### src/hw/rtl/mrfc_pkg.sv
// Shared types, constants and the CRC-16 byte update for the frame checker.
// No dependencies.
`timescale 1ns / 1ps
`default_nettype none

package mrfc_pkg;

  localparam int BUF_SIZE = 128;
  localparam logic [15:0] CRC_POLY = 16'hA001;
  localparam logic [8:0] FRAME_OVERHEAD = 9'd3;
  localparam logic [8:0] BUF_LIMIT = 9'(BUF_SIZE);

  // Register index of num_responses
  localparam logic REG_NUM_RESPONSES = 1'b0;
  localparam logic [7:0] NUM_RESPONSES_RESET = 8'd1;

  typedef enum logic [2:0] {
    PH_IDLE,
    PH_LEN,
    PH_DATA,
    PH_CRCH,
    PH_CRCL,
    PH_DONE
  } phase_t;

  typedef struct packed {
    logic       valid;
    logic [7:0] frame_index;
    logic [6:0] start_offset;
    logic [7:0] frame_length;
    logic       checksum_good;
    logic       overrun;
    logic       last;
  } result_t;

  // Reflected CRC-16, one byte.
  function automatic logic [15:0] crc16_update(input logic [15:0] crc_in,
                                               input logic [7:0] b);
    logic [15:0] c;
    c = crc_in ^ {8'h00, b};
    for (int k = 0; k < 8; k++) begin
      c = (c >> 1) ^ (c[0] ? CRC_POLY : 16'h0000);
    end
    return c;
  endfunction

endpackage

`default_nettype wire

### src/hw/rtl/mrfc_parser.sv
// Frame parser: phase state machine, CRC accumulator and frame counters.
// Depends on mrfc_pkg.
`timescale 1ns / 1ps
`default_nettype none

module mrfc_parser (
  input  wire logic              clk,
  input  wire logic              rst,
  input  wire logic              accept,
  input  wire logic [7:0]        data_byte,
  input  wire logic              first_byte,
  input  wire logic [7:0]        num_responses,
  output mrfc_pkg::result_t      result
);

  mrfc_pkg::phase_t phase, phase_next;
  logic [7:0]  frames_done, frames_done_next;
  logic [6:0]  frame_start, frame_start_next;
  logic [7:0]  frame_len, frame_len_next;
  logic [7:0]  bytes_left, bytes_left_next;
  logic [15:0] crc_acc, crc_acc_next;
  logic [7:0]  crc_high, crc_high_next;

  logic [8:0] next_start;
  logic       ovr;
  logic       fin;

  assign next_start = {2'b00, frame_start} + {1'b0, frame_len} + mrfc_pkg::FRAME_OVERHEAD;
  assign ovr = next_start >= mrfc_pkg::BUF_LIMIT;
  assign fin = ovr || (({1'b0, frames_done} + 9'd1) >= {1'b0, num_responses});

  // Next phase
  always_comb begin
    phase_next = phase;
    if (accept) begin
      if (first_byte) begin
        if (num_responses == 8'd0) begin
          phase_next = mrfc_pkg::PH_DONE;
        end else begin
          phase_next = (data_byte == 8'd0) ? mrfc_pkg::PH_CRCH : mrfc_pkg::PH_DATA;
        end
      end else begin
        case (phase)
          mrfc_pkg::PH_LEN: begin
            phase_next = (data_byte == 8'd0) ? mrfc_pkg::PH_CRCH : mrfc_pkg::PH_DATA;
          end
          mrfc_pkg::PH_DATA: begin
            if (bytes_left == 8'd1) phase_next = mrfc_pkg::PH_CRCH;
          end
          mrfc_pkg::PH_CRCH: phase_next = mrfc_pkg::PH_CRCL;
          mrfc_pkg::PH_CRCL: phase_next = fin ? mrfc_pkg::PH_DONE : mrfc_pkg::PH_LEN;
          default: phase_next = phase;
        endcase
      end
    end
  end

  // Datapath and result
  always_comb begin
    frames_done_next = frames_done;
    frame_start_next = frame_start;
    frame_len_next   = frame_len;
    bytes_left_next  = bytes_left;
    crc_acc_next     = crc_acc;
    crc_high_next    = crc_high;

    result               = '0;
    result.frame_index   = frames_done;
    result.start_offset  = frame_start;
    result.frame_length  = frame_len;
    result.checksum_good = (crc_acc == {crc_high, data_byte});
    result.overrun       = ovr;
    result.last          = fin;

    if (accept) begin
      if (first_byte) begin
        frames_done_next = 8'd0;
        frame_start_next = 7'd0;
        frame_len_next   = data_byte;
        bytes_left_next  = data_byte;
        crc_acc_next     = 16'h0000;
      end else begin
        case (phase)
          mrfc_pkg::PH_LEN: begin
            frame_len_next  = data_byte;
            bytes_left_next = data_byte;
            crc_acc_next    = 16'h0000;
          end
          mrfc_pkg::PH_DATA: begin
            crc_acc_next    = mrfc_pkg::crc16_update(crc_acc, data_byte);
            bytes_left_next = bytes_left - 8'd1;
          end
          mrfc_pkg::PH_CRCH: crc_high_next = data_byte;
          mrfc_pkg::PH_CRCL: begin
            result.valid     = 1'b1;
            frames_done_next = frames_done + 8'd1;
            // Only used when parsing continues, and then it lies below the buffer size
            frame_start_next = next_start[6:0];
          end
          default: ;
        endcase
      end
    end
  end

  always_ff @(posedge clk) begin
    if (rst) begin
      phase       <= mrfc_pkg::PH_IDLE;
      frames_done <= 8'd0;
      frame_start <= 7'd0;
      frame_len   <= 8'd0;
      bytes_left  <= 8'd0;
      crc_acc     <= 16'h0000;
      crc_high    <= 8'd0;
    end else begin
      phase       <= phase_next;
      frames_done <= frames_done_next;
      frame_start <= frame_start_next;
      frame_len   <= frame_len_next;
      bytes_left  <= bytes_left_next;
      crc_acc     <= crc_acc_next;
      crc_high    <= crc_high_next;
    end
  end

endmodule

`default_nettype wire

### config.mk
export PLATFORM = sky130hd
export DESIGN_NAME = mrfc_parser
export DESIGN_NICKNAME = d
export VERILOG_FILES = /design/src/hw/rtl/mrfc_pkg.sv /design/src/hw/rtl/mrfc_parser.sv
export SDC_FILE = /design/constraint.sdc
export NUM_CORES = 1
export LEC_CHECK = 0
export ABC_CLOCK_PERIOD_IN_PS = 4400
export BUFFER_PORTS_ARGS = -buffer_cell sky130_fd_sc_hd__clkbuf_2
export CAP_MARGIN = 20
export CORE_MARGIN = 5
export CORE_UTILIZATION = 45
export DETAILED_ROUTE_END_ITERATION = 8
export SYNTH_ARGS = -nofsm -noshare
export SYNTH_HDL_FRONTEND = slang
export SYNTH_SLANG_ARGS = --single-unit
### constraint.sdc
create_clock -name clk -period 4.4 [get_ports clk]
set_input_delay 0.44 -clock clk [delete_from_list [all_inputs] [get_ports clk]]
set_output_delay 0.44 -clock clk [all_outputs]
set_load 0.02 [all_outputs]
==> Implementation_results.wiki, run 1 <==
{| class="wikitable"
! Metric !! Value
|-
| Clock-pin slew reported for the worst setup and hold paths after clock tree synthesis || roughly 0.060 ns
|-
| Reg power frac || 0.457
|-
| Synthesis Warnings || 0
|-
| Count of final max-slew check failures || 0
|-
| Synth unique cells || 42
|-
| Max Cap Violations || 0
|-
| Clock tree from TritonCTS || yes
|-
| Effective utilization at floorplan || 0.467
|-
| Total Power || 0.00120 W
|-
| Setup crit end kind || output port
|-
| # IOs || 47
|-
| Worst Hold Depth || 3
|-
| Total of hold buffers inserted after clock tree synthesis || 0
|-
| Clk_lat worst skew || 0.33 ns
|-
| Total wirelength of the detailed-routed design || between 7000 and 8000 um
|-
| Cell at the root of the clock tree || sky130_fd_sc_hd__clkbuf_8
|-
| Flip-flop and latch count after synthesis || 58
|-
| Die ar. || 9410 sq um
|-
| Per-cell routed wire length || between 10 and 15 um
|-
| Status || finished clean
|-
| Most used flip-flop cell after synthesis || sky130_fd_sc_hd__dfxtp_1
|-
| Cell type with the largest total area after synthesis || sky130_fd_sc_hd__dfxtp_1
|-
| Power share of the combinational group || 0.136
|-
| Setup Buffers After CTS || 0
|-
| Required time of the worst setup path || 3.96 ns
|-
| Maximum number of pins on one net before global-route repair || 60
|-
| Global-route wire length before repair || 13800 um
|-
| Final count of negative-setup-slack endpoints || 0
|-
| Maximum vdd ir drop || approximately 0.00017 V
|-
| Net count of the finished layout || 507
|-
| Most common cell in the netlist || sky130_fd_sc_hd__dfxtp_1
|-
| Area share of the largest cell type after synthesis || 0.341
|-
| Most used standard cells in the synthesized netlist || 58 x sky130_fd_sc_hd__dfxtp_1, 53 x sky130_fd_sc_hd__nor2_1, 47 x sky130_fd_sc_hd__a21oi_1
|-
| Switching power of the nets || 0.000319 W
|-
| Global-route total usage across every layer || 0.176
|-
| Die Ht || between 90 and 100 um
|-
| Count of antenna-violating nets left after detailed routing || 0
|-
| Worst Path Arrival || 2.90 ns
|-
| Estimated wirelength of the detail-placed design || 5710 um
|-
| Share of cells above drive strength 1 || 0.152
|-
| # resized after CTS || 0
|-
| First-pass iteration count of the detailed router || 5
|-
| Final setup skew || 0.00905 ns
|-
| Beginning of the worst hold path || data_byte[1]
|-
| Class of the tightest hold or removal check || input port to flop
|-
| H-tree depth reported by CTS || 3
|-
| Core outline area || approximately 7300 sq um
|-
| Launch point of the worst reg-to-reg path || frame_len[1]
|-
| Total number of vias || 2980
|-
| Number of DRC violations after detailed-routing iteration 0 || roughly 140
|-
| Leak Pwr || 1.79 nW
|-
| Worst slew margin relative to its limit || 0.528
|-
| Gate Count Post-Synth || 420
|-
| Clock net sink count || 58
|-
| FMAX || between 200 and 300 MHz
|-
| I/O Buffers || 46
|-
| Final worst path period need || 3.34 ns
|-
| Syn avg cell area || 8.11 sq um
|-
| Largest driver fanout on the critical path || 3
|-
| Number of global-route vias before repair || 2815
|-
| Asr flop ratio synth || 0
|-
| Fraction of power consumed by the clock network || 0.407
|-
| Clock Path Buffers || 2
|-
| Critical path launch point type || flop
|-
| Antenna diodes || 0
|-
| Worst-case register-to-register setup slack || between 1.5 and 2 ns
|-
| Register-to-Register Path Depth || 12
|-
| Switching part of the total || 0.265
|-
| Cells taking the most area after synthesis || sky130_fd_sc_hd__dfxtp_1 34%, sky130_fd_sc_hd__ha_1 10%, sky130_fd_sc_hd__a21oi_1 6.9%
|-
| Antenna violations before repair || 0
|-
| Internal power consumption || just under 0.0009 W
|-
| Total DRC errors in the routed layout || 0
|-
| Hold slack final || 0.434 ns
|-
| Number of buffers inserted during clock tree synthesis || 9
|-
| GP Congestion || 0.853
|-
| Setup repair after global routing missed its margin || no
|-
| Area of the mapped netlist || 3410 sq um
|-
| Total global routing overflow || 0
|-
| Vias per cell || around 5.3
|-
| Sequential element share of the synthesized area || 0.341
|-
| Power per cell area || 310 nW/um^2
|-
| Post-Route Setup TNS || 0 ns
|-
| Cell row count || 31
|-
| Fin util || 0.533
|-
| Post-synth EDFFs || 0
|-
| Area growth from synthesis to layout || 14.1%
|-
| Portion of the clock cycle consumed by the worst path in the final layout || 0.760
|-
| Worst-margin pin slew || 0.703 ns
|-
| Overall die width || ~97 um
|-
| Critical path startpoint || frame_len[1]
|-
| Setup CP Type || flop to output port
|-
| Synthesized Nets || 469
|-
| Hold Violations, Final || 0
|}
sequential cells by signal, indices dropped and copies added, names as in the netlist:
register / cells
crc_acc: 16
frames_done: 8
crc_high: 8
phase: 3
frame_start: 7
frame_len: 8
bytes_left: 8
per-stage QoR:
step / instances / instance area [sq um] / setup slack [ns]
finish: 560 / 3890 / 1.06
global route: 560 / 3890 / 0.829
CTS: 559 / 3880 / 1.00
detailed placement: 545 / 3690 / 1.38
global placement: 545 / 3690 / 1.41
floorplan: 420 / 3410 / 1.56
path summary, 6_finish.rpt:
kind,end
max,result[0]
min,frame_len[1]
max reg2reg,phase[2]
min reg2reg,crc_acc[7]
layer usage:
metal | wire (um) | vias to the layer above | GRT usage
li1 | - | 1535 | -
met1 | 4050 | 1387 | 0.248
met3 | 301 | 8 | 0.0417
met4 | 80 | 0 | 0.0454
met2 | 3560 | 50 | 0.269
met5 | 0 | - | 0
power by group through the flow:
stage	clock network (W)	logic (W)	registers (W)
5_1_grt	0.000532	0.000184	0.000553
3_3_place_gp	0	0.000163	0.000562
3_5_place_dp	0	0.000164	0.000562
2_1_floorplan	0	0.000119	0.000562
4_1_cts	0.000505	0.000166	0.000550
6_report	0.000490	0.000164	0.000551
cell type report:
cell class | count | area (sq um)
repair buffers | 50 | 260
inverters | 20 | 75.1
multi-input cells | 319 | 2080
clock inverters | 3 | 40.0
fillers | 755 | 3400
clock buffers | 11 | 151
well taps | 99 | 124
flip-flops and latches | 58 | 1160
cell usage in the layout (no fill, tap or decap), types with 2 or more instances in the layout:
| master | synthesis | routed |
|---|---|---|
| sky130_fd_sc_hd__xor2_2 | 2 | 2 |
| sky130_fd_sc_hd__buf_4 | 2 | 4 |
| sky130_fd_sc_hd__inv_2 | 2 | 2 |
| sky130_fd_sc_hd__nand2b_1 | 2 | 2 |
| sky130_fd_sc_hd__clkbuf_2 | 0 | 46 |
| sky130_fd_sc_hd__clkinv_2 | 0 | 2 |
| sky130_fd_sc_hd__a21oi_1 | 47 | 47 |
| sky130_fd_sc_hd__a31oi_1 | 2 | 2 |
| sky130_fd_sc_hd__ha_1 | 28 | 28 |
| sky130_fd_sc_hd__nand3b_1 | 8 | 8 |
| sky130_fd_sc_hd__nor3_1 | 8 | 8 |
| sky130_fd_sc_hd__o21ai_1 | 4 | 4 |
| sky130_fd_sc_hd__a21o_1 | 4 | 4 |
| sky130_fd_sc_hd__nand4_1 | 4 | 4 |
| sky130_fd_sc_hd__a211oi_1 | 4 | 4 |
| sky130_fd_sc_hd__xor2_1 | 15 | 15 |
| sky130_fd_sc_hd__clkbuf_8 | 0 | 11 |
| sky130_fd_sc_hd__nor2b_1 | 3 | 3 |
| sky130_fd_sc_hd__nor2_1 | 53 | 53 |
| sky130_fd_sc_hd__nor3b_1 | 3 | 3 |
| sky130_fd_sc_hd__a22oi_1 | 13 | 13 |
| sky130_fd_sc_hd__nor4_1 | 7 | 7 |
| sky130_fd_sc_hd__or4_1 | 2 | 2 |
| sky130_fd_sc_hd__o22ai_1 | 3 | 3 |
| sky130_fd_sc_hd__xnor2_1 | 18 | 18 |
| sky130_fd_sc_hd__mux2i_1 | 8 | 8 |
| sky130_fd_sc_hd__inv_1 | 18 | 18 |
| sky130_fd_sc_hd__nand3_1 | 12 | 12 |
| sky130_fd_sc_hd__o21ai_0 | 9 | 9 |
| sky130_fd_sc_hd__nand2_1 | 43 | 43 |
| sky130_fd_sc_hd__o211ai_1 | 2 | 2 |
| sky130_fd_sc_hd__and3_1 | 4 | 4 |
| sky130_fd_sc_hd__dfxtp_1 | 58 | 58 |
logic make-up (layout without fill, tap and decap cells):
family,after synthesis,after routing,share of synthesized area
flops,58,58,0.341
simple gates,152,152,0.209
mux,8,8,0.0235
fa+ha+maj,29,29,0.109
xor+xnor,37,37,0.106
buf+inv,43,84,0.0514
compound gates,93,93,0.161
worst max-delay path: stages, from the launching register on:
cell and delay [ns]:
sky130_fd_sc_hd__dfxtp_1 0.34, sky130_fd_sc_hd__inv_1 0.05, sky130_fd_sc_hd__ha_1 0.26, sky130_fd_sc_hd__inv_1 0.04
sky130_fd_sc_hd__ha_1 0.21, sky130_fd_sc_hd__fa_1 0.40, sky130_fd_sc_hd__a21o_1 0.20, sky130_fd_sc_hd__a21o_1 0.19
sky130_fd_sc_hd__nand2_1 0.09, sky130_fd_sc_hd__nor3_1 0.06, sky130_fd_sc_hd__a211oi_1 0.36, sky130_fd_sc_hd__nand3b_1 0.19
sky130_fd_sc_hd__clkbuf_2 0.18
Power figures use the tool's default switching activity.
==> run 2, diff against run 1 <==
- ABC_CLOCK_PERIOD_IN_PS: 4400 -> 3080
- clock period: 4.4 -> 3.08 ns (I/O delays scaled with it)
==> run 2 against run 1 <==
Against the previous run: core utilization up 1.4 points; critical endpoint unchanged; wire length is 1.8% higher; sequential power is 43% higher; global-route usage is 0.17 points lower; register-to-register slack worse by 1.1 ns; die area unchanged; clock skew about the same; sequential share of layout area fell by 0.67 points; final cell count up 1.4%; highest routed layer unchanged.
==> Implementation_results.wiki, run 2 (synthesis results as in run 1) <==
{| class="wikitable"
! Metric !! Value
|-
| Leak Pwr || 1.82 nW (+1.7%)
|-
| Estimated wirelength of the detail-placed design || 5760 um (+0.76%)
|-
| Antenna diodes || 0 (unchanged)
|-
| Class of the tightest hold or removal check || input port to flop
|-
| Count of antenna-violating nets left after detailed routing || 0 (unchanged)
|-
| Maximum number of pins on one net before global-route repair || 42 (-30%)
|-
| Max Cap Violations || 0 (unchanged)
|-
| Vias per cell || 5.30 (-0.35%)
|-
| Area growth from synthesis to layout || 17.2%
|-
| Share of cells above drive strength 1 || 0.188 (+0.0358)
|-
| Setup CP Type || flop to output port
|-
| Global-route wire length before repair || 13600 um (-0.90%)
|-
| CP top delay family || adder cells
|-
| Pre-CTS setup slack || 0.222 ns (-1.16 ns)
|-
| Power per cell area || 453 nW/um^2 (+46%)
|-
| Smallest setup slack after layout || 0.126 ns (-0.931 ns)
|-
| Total number of vias || 3012 (+1.1%)
|-
| Total number of cells along the worst setup path || 12 (unchanged)
|-
| Total DRC errors in the routed layout || 0 (unchanged)
|-
| Commonest cells after routing, fill and taps aside || 55 x sky130_fd_sc_hd__dfxtp_1, 53 x sky130_fd_sc_hd__nor2_1, 47 x sky130_fd_sc_hd__a21oi_1
|-
| Portion of the clock cycle consumed by the worst path in the final layout || 0.959
|-
| Count of final max-slew check failures || 0 (unchanged)
|-
| Hold slack final || 0.293 ns (-0.141 ns)
|-
| Largest driver fanout on the critical path || 3 (unchanged)
|-
| Total wirelength of the detailed-routed design || 8130 um (+1.8%)
|-
| Slowest Stage Delay on Critical Path || 0.37 ns (-0.03 ns)
|-
| Required time of the worst setup path || 2.77 ns (-1.19 ns)
|-
| Clock tree from TritonCTS || yes
|-
| Combined buffer and inverter count along the critical path || 3 (unchanged)
|-
| Worst slew margin relative to its limit || 0.436 (-0.0925)
|-
| Critical path startpoint || frame_len[1]
|-
| Number of buffers inserted during clock tree synthesis || 9 (unchanged)
|-
| Core outline area || 7290 sq um (unchanged)
|-
| Die ar. || 9410 sq um (unchanged)
|-
| Area after DPL || 3700 sq um (+0.41%)
|-
| FMAX || roughly 340 MHz
|-
| Launch point of the worst reg-to-reg path || frame_len[1]
|-
| # IOs || 47 (unchanged)
|-
| Status || finished clean
|-
| Final Instance Area || 3990 sq um (+2.6%)
|-
| Leading cell type in the layout, fill and taps excluded || sky130_fd_sc_hd__dfxtp_1
|-
| Maximum vdd ir drop || 0.000306 V (+83%)
|-
| Die Ht || 97.0 um (unchanged)
|-
| Effective utilization at floorplan || 0.467 (unchanged)
|-
| Final setup skew || 0.00929 ns (+0.000232 ns)
|-
| Overall die width || 97.0 um (unchanged)
|-
| H-tree depth reported by CTS || 3 (unchanged)
|-
| First-pass iteration count of the detailed router || 4 (-1)
|-
| Fin util || 0.547 (+0.0141)
|-
| Worst-margin pin slew || 0.846 ns (+0.143 ns)
|-
| Worst-path cell chain || inv_1, ha_1, inv_1, ha_2, fa_2, a21o_1, a21o_1, nand2_2, nor3_2, a211oi_2, nand3b_1, buf_6
|-
| Antenna violations before repair || 0 (unchanged)
|-
| Hold Violations, Final || 0 (unchanged)
|-
| Clock Path Buffers || 2 (unchanged)
|-
| Worst-case register-to-register setup slack || 0.71 ns (-1.11 ns)
|-
| Slowest cell on the critical path || sky130_fd_sc_hd__fa_2
|-
| GP Congestion || 0.855 (+0.23%)
|-
| Clock-pin slew reported for the worst setup and hold paths after clock tree synthesis || 0.07 ns (about the same)
|-
| Final worst path period need || 2.95 ns
|-
| Clock net sink count || 58 (unchanged)
|-
| Worst Path Arrival || 2.65 ns (-0.25 ns)
|-
| Cell at the root of the clock tree || sky130_fd_sc_hd__clkbuf_8
|-
| Total global routing overflow || 0 (unchanged)
|-
| Post-Route Setup TNS || 0 ns (unchanged)
|-
| Setup crit end kind || output port
|-
| Net count of the finished layout || 513 (+1.2%)
|-
| I/O Buffers || 46 (unchanged)
|-
| Largest Register || crc_acc
|-
| Per-cell routed wire length || 14.3 um (+0.33%)
|-
| Cell row count || 31 (unchanged)
|-
| Critical path launch point type || flop
|-
| Termination of the worst setup path || result[0]
|-
| Crit Reg-Reg Endpoint || phase[2]
|-
| Final count of negative-setup-slack endpoints || 0 (unchanged)
|-
| Number of global-route vias before repair || 2848 (+1.2%)
|-
| Clk_lat worst skew || 0.34 ns (about the same)
|-
| Number of DRC violations after detailed-routing iteration 0 || 147 (+2.1%)
|-
| Flip-flop count of the largest register after layout || 16 (unchanged)
|-
| Register-to-Register Path Depth || 12 (unchanged)
|-
| Global-route total usage across every layer || 0.174 (-0.00172)
|}
==> run 2: cell count changes in the layout (fill, tap and decap cells not counted), sizes merged <==
cell | previous run | this run
bufinv | 1 | 2
buf | 4 | 11
clkbuf | 57 | 54
clkinvlp | 0 | 2
clkinv | 2 | 3
==> run 2: through the flow <==
| step | instances | power (W) |
|---|---|---|
| after global placement | 547 | 0.00104 |
| after detailed placement | 547 | 0.00104 |
| after CTS | 563 | 0.00182 |
| final | 568 | 0.00181 |
| after floorplan | 420 | 0.000972 |
| after global routing | 568 | 0.00190 |
==> run 2: what timing repair did <==
| item | in CTS | in global routing |
|---|---|---|
| resized for setup | 3 | 10 |
| endpoints found under the setup margin | 2 | 2 |
| buffers inserted | 0 | 4 |
| pin swaps | 1 | 5 |
| hold buffers | 0 | 0 |
| endpoints found under the hold margin | 0 | 0 |
==> run 2: worst min path at each step <==
stage	start	end	depth (start not counted)
after floorplan	data_byte[1]	frame_len[1]	2
after global placement	crc_acc[7]	crc_acc[7]	2
after detailed placement	crc_acc[7]	crc_acc[7]	2
after CTS	data_byte[1]	frame_len[1]	3
after global routing	data_byte[1]	frame_len[1]	3
final	data_byte[1]	frame_len[1]	3
==> run 2: where the power goes <==
group / internal, W / total (W) / switching, W
clock: 0.000453 / 0.000783 / 0.000329
combinational: 0.0000942 / 0.000239 / 0.000145
sequential: 0.000767 / 0.000786 / 0.0000187
total: 0.00131 / 0.00181 / 0.000493
==> run 2: metal layers <==
metal  up-vias  share of wire  wire [um]  GRT usage
met3         6          0.046        375     0.0511
li1       1551              -          -          -
met5         -              0          0          0
met2        56           0.46       3730      0.271
met1      1399           0.49       3970      0.234
met4         0         0.0084         68     0.0497
==> run 2: final cells by class <==
type | count | area, sq um
inverter | 20 | 75.1
multi-input combinational | 319 | 2100
tap | 99 | 124
sequential | 58 | 1160
clock inverter | 7 | 93.8
clock buffer | 9 | 124
timing repair buffer | 56 | 312
fill | 741 | 3300
==> run 2: worst min-delay path, delay by kind of cell <==
| kind | cells | cell delay (ns) |
|---|---|---|
| AOI/OAI and AO/OA | 1 | 0.05 |
| buffers and inverters | 1 | 0.15 |
| and+or+nand+nor | 1 | 0.08 |
==> run 3, diff against run 2 <==
- ABC_CLOCK_PERIOD_IN_PS: 3080 -> 3100
- REMOVE_ABC_BUFFERS: not set -> 1
- clock period: 3.08 -> 3.1 ns (I/O delays scaled with it)
==> run 3 against run 2 <==
Against the previous run: final cell count unchanged; sequential share of layout area increased by 0.12 points; cell area decreased by 0.50%; combinational power about the same; highest routed layer unchanged; sequential cell count unchanged; largest cell class unchanged; die area unchanged; wire length increased by 2.1%; critical path type unchanged; power decreased by 4.1%; clock-buffer cell count increased by 3; hold slack improved by 0.0030 ns; core utilization decreased by 0.27 points.
==> Implementation_results.wiki, run 3 (synthesis results as in run 1) <==
{| class="wikitable"
! Metric !! Value
|-
| Status || finished clean
|-
| Final setup skew || 0.00777 ns (-0.00151 ns)
|-
| Global-route wire length before repair || 14000 um (+2.5%)
|-
| Pre-CTS setup slack || 0.198 ns (-0.0241 ns)
|-
| Total wirelength of the detailed-routed design || 8300 um (+2.1%)
|-
| Register-to-Register Path Depth || 13 (+1)
|-
| # IOs || 47 (unchanged)
|-
| First-pass iteration count of the detailed router || 4 (unchanged)
|-
| Worst-path cell chain || inv_1, ha_1, inv_1, ha_2, fa_2, a21o_1, a21o_1, nand2_2, nor3_1, a211oi_2, nand3b_1, buf_6
|-
| GP Congestion || 0.810 (-5.3%)
|-
| Class of the tightest hold or removal check || input port to flop
|-
| Setup CP Type || flop to output port
|-
| Portion of the clock cycle consumed by the worst path in the final layout || 0.972
|-
| Total DRC errors in the routed layout || 0 (unchanged)
|-
| Clock-pin slew reported for the worst setup and hold paths after clock tree synthesis || 0.07 ns (about the same)
|-
| Die Ht || 97.0 um (unchanged)
|-
| Overall die width || 97.0 um (unchanged)
|-
| Effective utilization at floorplan || 0.467 (unchanged)
|-
| Cell at the root of the clock tree || sky130_fd_sc_hd__clkbuf_8
|-
| Worst slew margin relative to its limit || 0.473 (+0.0373)
|-
| Number of DRC violations after detailed-routing iteration 0 || 160 (+8.8%)
|-
| Clock tree from TritonCTS || yes
|-
| Hold slack final || 0.296 ns (+0.00302 ns)
|-
| Vias per cell || 5.36 (+1.1%)
|-
| Maximum vdd ir drop || 0.000350 V (+15%)
|-
| Per-cell routed wire length || 14.6 um (+2.1%)
|-
| Global-route total usage across every layer || 0.181 (+0.00625)
|-
| Hold Violations, Final || 0 (unchanged)
|-
| Final worst path period need || roughly 3.0 ns
|-
| Total of hold buffers inserted after clock tree synthesis || 0 (unchanged)
|-
| H-tree depth reported by CTS || 3 (unchanged)
|-
| Required time of the worst setup path || 2.79 ns (+0.02 ns)
|-
| Smallest setup slack after layout || 0.0882 ns (-0.0375 ns)
|-
| Power per cell area || 437 nW/um^2 (-3.6%)
|-
| Clk_lat worst skew || 0.34 ns (about the same)
|-
| Slowest Stage Delay on Critical Path || 0.36 ns (about the same)
|-
| I/O Buffers || 46 (unchanged)
|-
| Antenna diodes || 0 (unchanged)
|-
| Count of final max-slew check failures || 0 (unchanged)
|-
| Worst-margin pin slew || 0.790 ns (-0.0559 ns)
|-
| Antenna violations before repair || 0 (unchanged)
|-
| Max Cap Violations || 0 (unchanged)
|-
| Core outline area || 7290 sq um (unchanged)
|-
| Number of global-route vias before repair || 2869 (+0.74%)
|-
| Worst-case register-to-register setup slack || 0.58 ns (-0.13 ns)
|-
| Worst Path Arrival || 2.70 ns (+0.05 ns)
|-
| Critical path launch point type || flop
|-
| Estimated wirelength of the detail-placed design || 5930 um (+3.0%)
|-
| Total number of vias || 3045 (+1.1%)
|-
| Number of buffers inserted during clock tree synthesis || 9 (unchanged)
|-
| Total Power || 0.00173 W (-4.1%)
|-
| Leak Pwr || 1.82 nW (about the same)
|-
| Beginning of the worst hold path || data_byte[7]
|-
| Crit Reg-Reg Endpoint || phase[2]
|-
| Net count of the finished layout || 513 (unchanged)
|-
| Setup crit end kind || output port
|-
| Total global routing overflow || 0 (unchanged)
|-
| Count of antenna-violating nets left after detailed routing || 0 (unchanged)
|-
| Launch point of the worst reg-to-reg path || frame_len[1]
|-
| FMAX || approximately 330 MHz
|-
| Hold Path End || frame_len[7]
|-
| Post-Route Setup TNS || 0 ns (unchanged)
|-
| Flip-flop count of the largest register after layout || 16 (unchanged)
|-
| Largest driver fanout on the critical path || 3 (unchanged)
|-
| Maximum number of pins on one net before global-route repair || 38 (-9.5%)
|-
| Die ar. || 9410 sq um (unchanged)
|-
| Largest Register || crc_acc
|-
| Share of cells above drive strength 1 || 0.177 (-0.0107)
|-
| Leading cell type in the layout, fill and taps excluded || sky130_fd_sc_hd__dfxtp_1
|-
| Fin util || 0.544 (-0.00274)
|-
| Clock Path Buffers || 2 (unchanged)
|-
| Worst Hold Depth || 3 (unchanged)
|-
| Clock net sink count || 58 (unchanged)
|-
| Cell row count || 31 (unchanged)
|-
| Commonest cells after routing, fill and taps aside || 56 x sky130_fd_sc_hd__dfxtp_1, 53 x sky130_fd_sc_hd__nor2_1, 47 x sky130_fd_sc_hd__a21oi_1
|-
| Area growth from synthesis to layout || 16.6%
|-
| Final count of negative-setup-slack endpoints || 0 (unchanged)
|-
| Slowest cell on the critical path || sky130_fd_sc_hd__fa_2
|}
[run 3: report_power, final]
part	internal (W)	switching [W]	leakage [nW]	total [W]
sequential	0.000763	0.0000194	0.471	0.000782
combinational	0.0000949	0.000146	1.25	0.000241
clock	0.000414	0.000297	0.0986	0.000711
total	0.00127	0.000462	1.82	0.00173
[run 3: layer usage]
| layer | track usage | part of all wire | vias to the layer above |
|---|---|---|---|
| met5 | 0 | 0 | - |
| li1 | - | - | 1549 |
| met1 | 0.248 | 0.49 | 1429 |
| met2 | 0.273 | 0.45 | 55 |
| met3 | 0.0511 | 0.043 | 12 |
| met4 | 0.0572 | 0.015 | 0 |
[run 3: worst max path at each step]
stage | slack [ns] | depth (start not counted) | end | startpoint
2_1_floorplan | -0.02 | 11 | result[0] | frame_len[1]
3_3_place_gp | 0.26 | 12 | result[0] | frame_len[1]
3_5_place_dp | 0.20 | 12 | result[0] | frame_len[1]
4_1_cts | 0.02 | 12 | result[0] | frame_len[1]
5_1_grt | -0.04 | 12 | result[0] | frame_len[1]
6_report | 0.09 | 12 | result[0] | frame_len[1]
[run 3: worst max-delay path, delay by kind of cell, from the launching register on]
| kind | cells | cell delay [ns] |
|---|---|---|
| AO/OA/AOI/OAI | 3 | 0.67 |
| flip-flops | 1 | 0.33 |
| buffers and inverters | 3 | 0.21 |
| AND/OR/NAND/NOR | 3 | 0.33 |
| adder cells (fa/ha/maj) | 3 | 0.82 |
[run 3: area by class of cell]
class,count,area [sq um]
Inverter,20,75.1
Sequential cell,58,1160
Tap cell,99,124
Clock buffer,12,155
Clock inverter,4,50.0
Fill cell,728,3320
Timing Repair Buffer,56,314
Multi-Input combinational cell,319,2090
[run 3: repair_timing]
| action | in CTS | in global routing |
|---|---|---|
| gates resized for setup | 3 | 9 |
| pin swaps | 1 | 4 |
| endpoints found under the setup margin | 2 | 2 |
| hold endpoints to repair | 0 | 0 |
| buffers inserted | 2 | 2 |
[run 3: stage by stage]
step / instances / area [sq um]
final: 568 / 3970
after global routing: 568 / 3970
after CTS: 566 / 3940
after detailed placement: 548 / 3710
after global placement: 548 / 3710
after floorplan: 397 / 3310
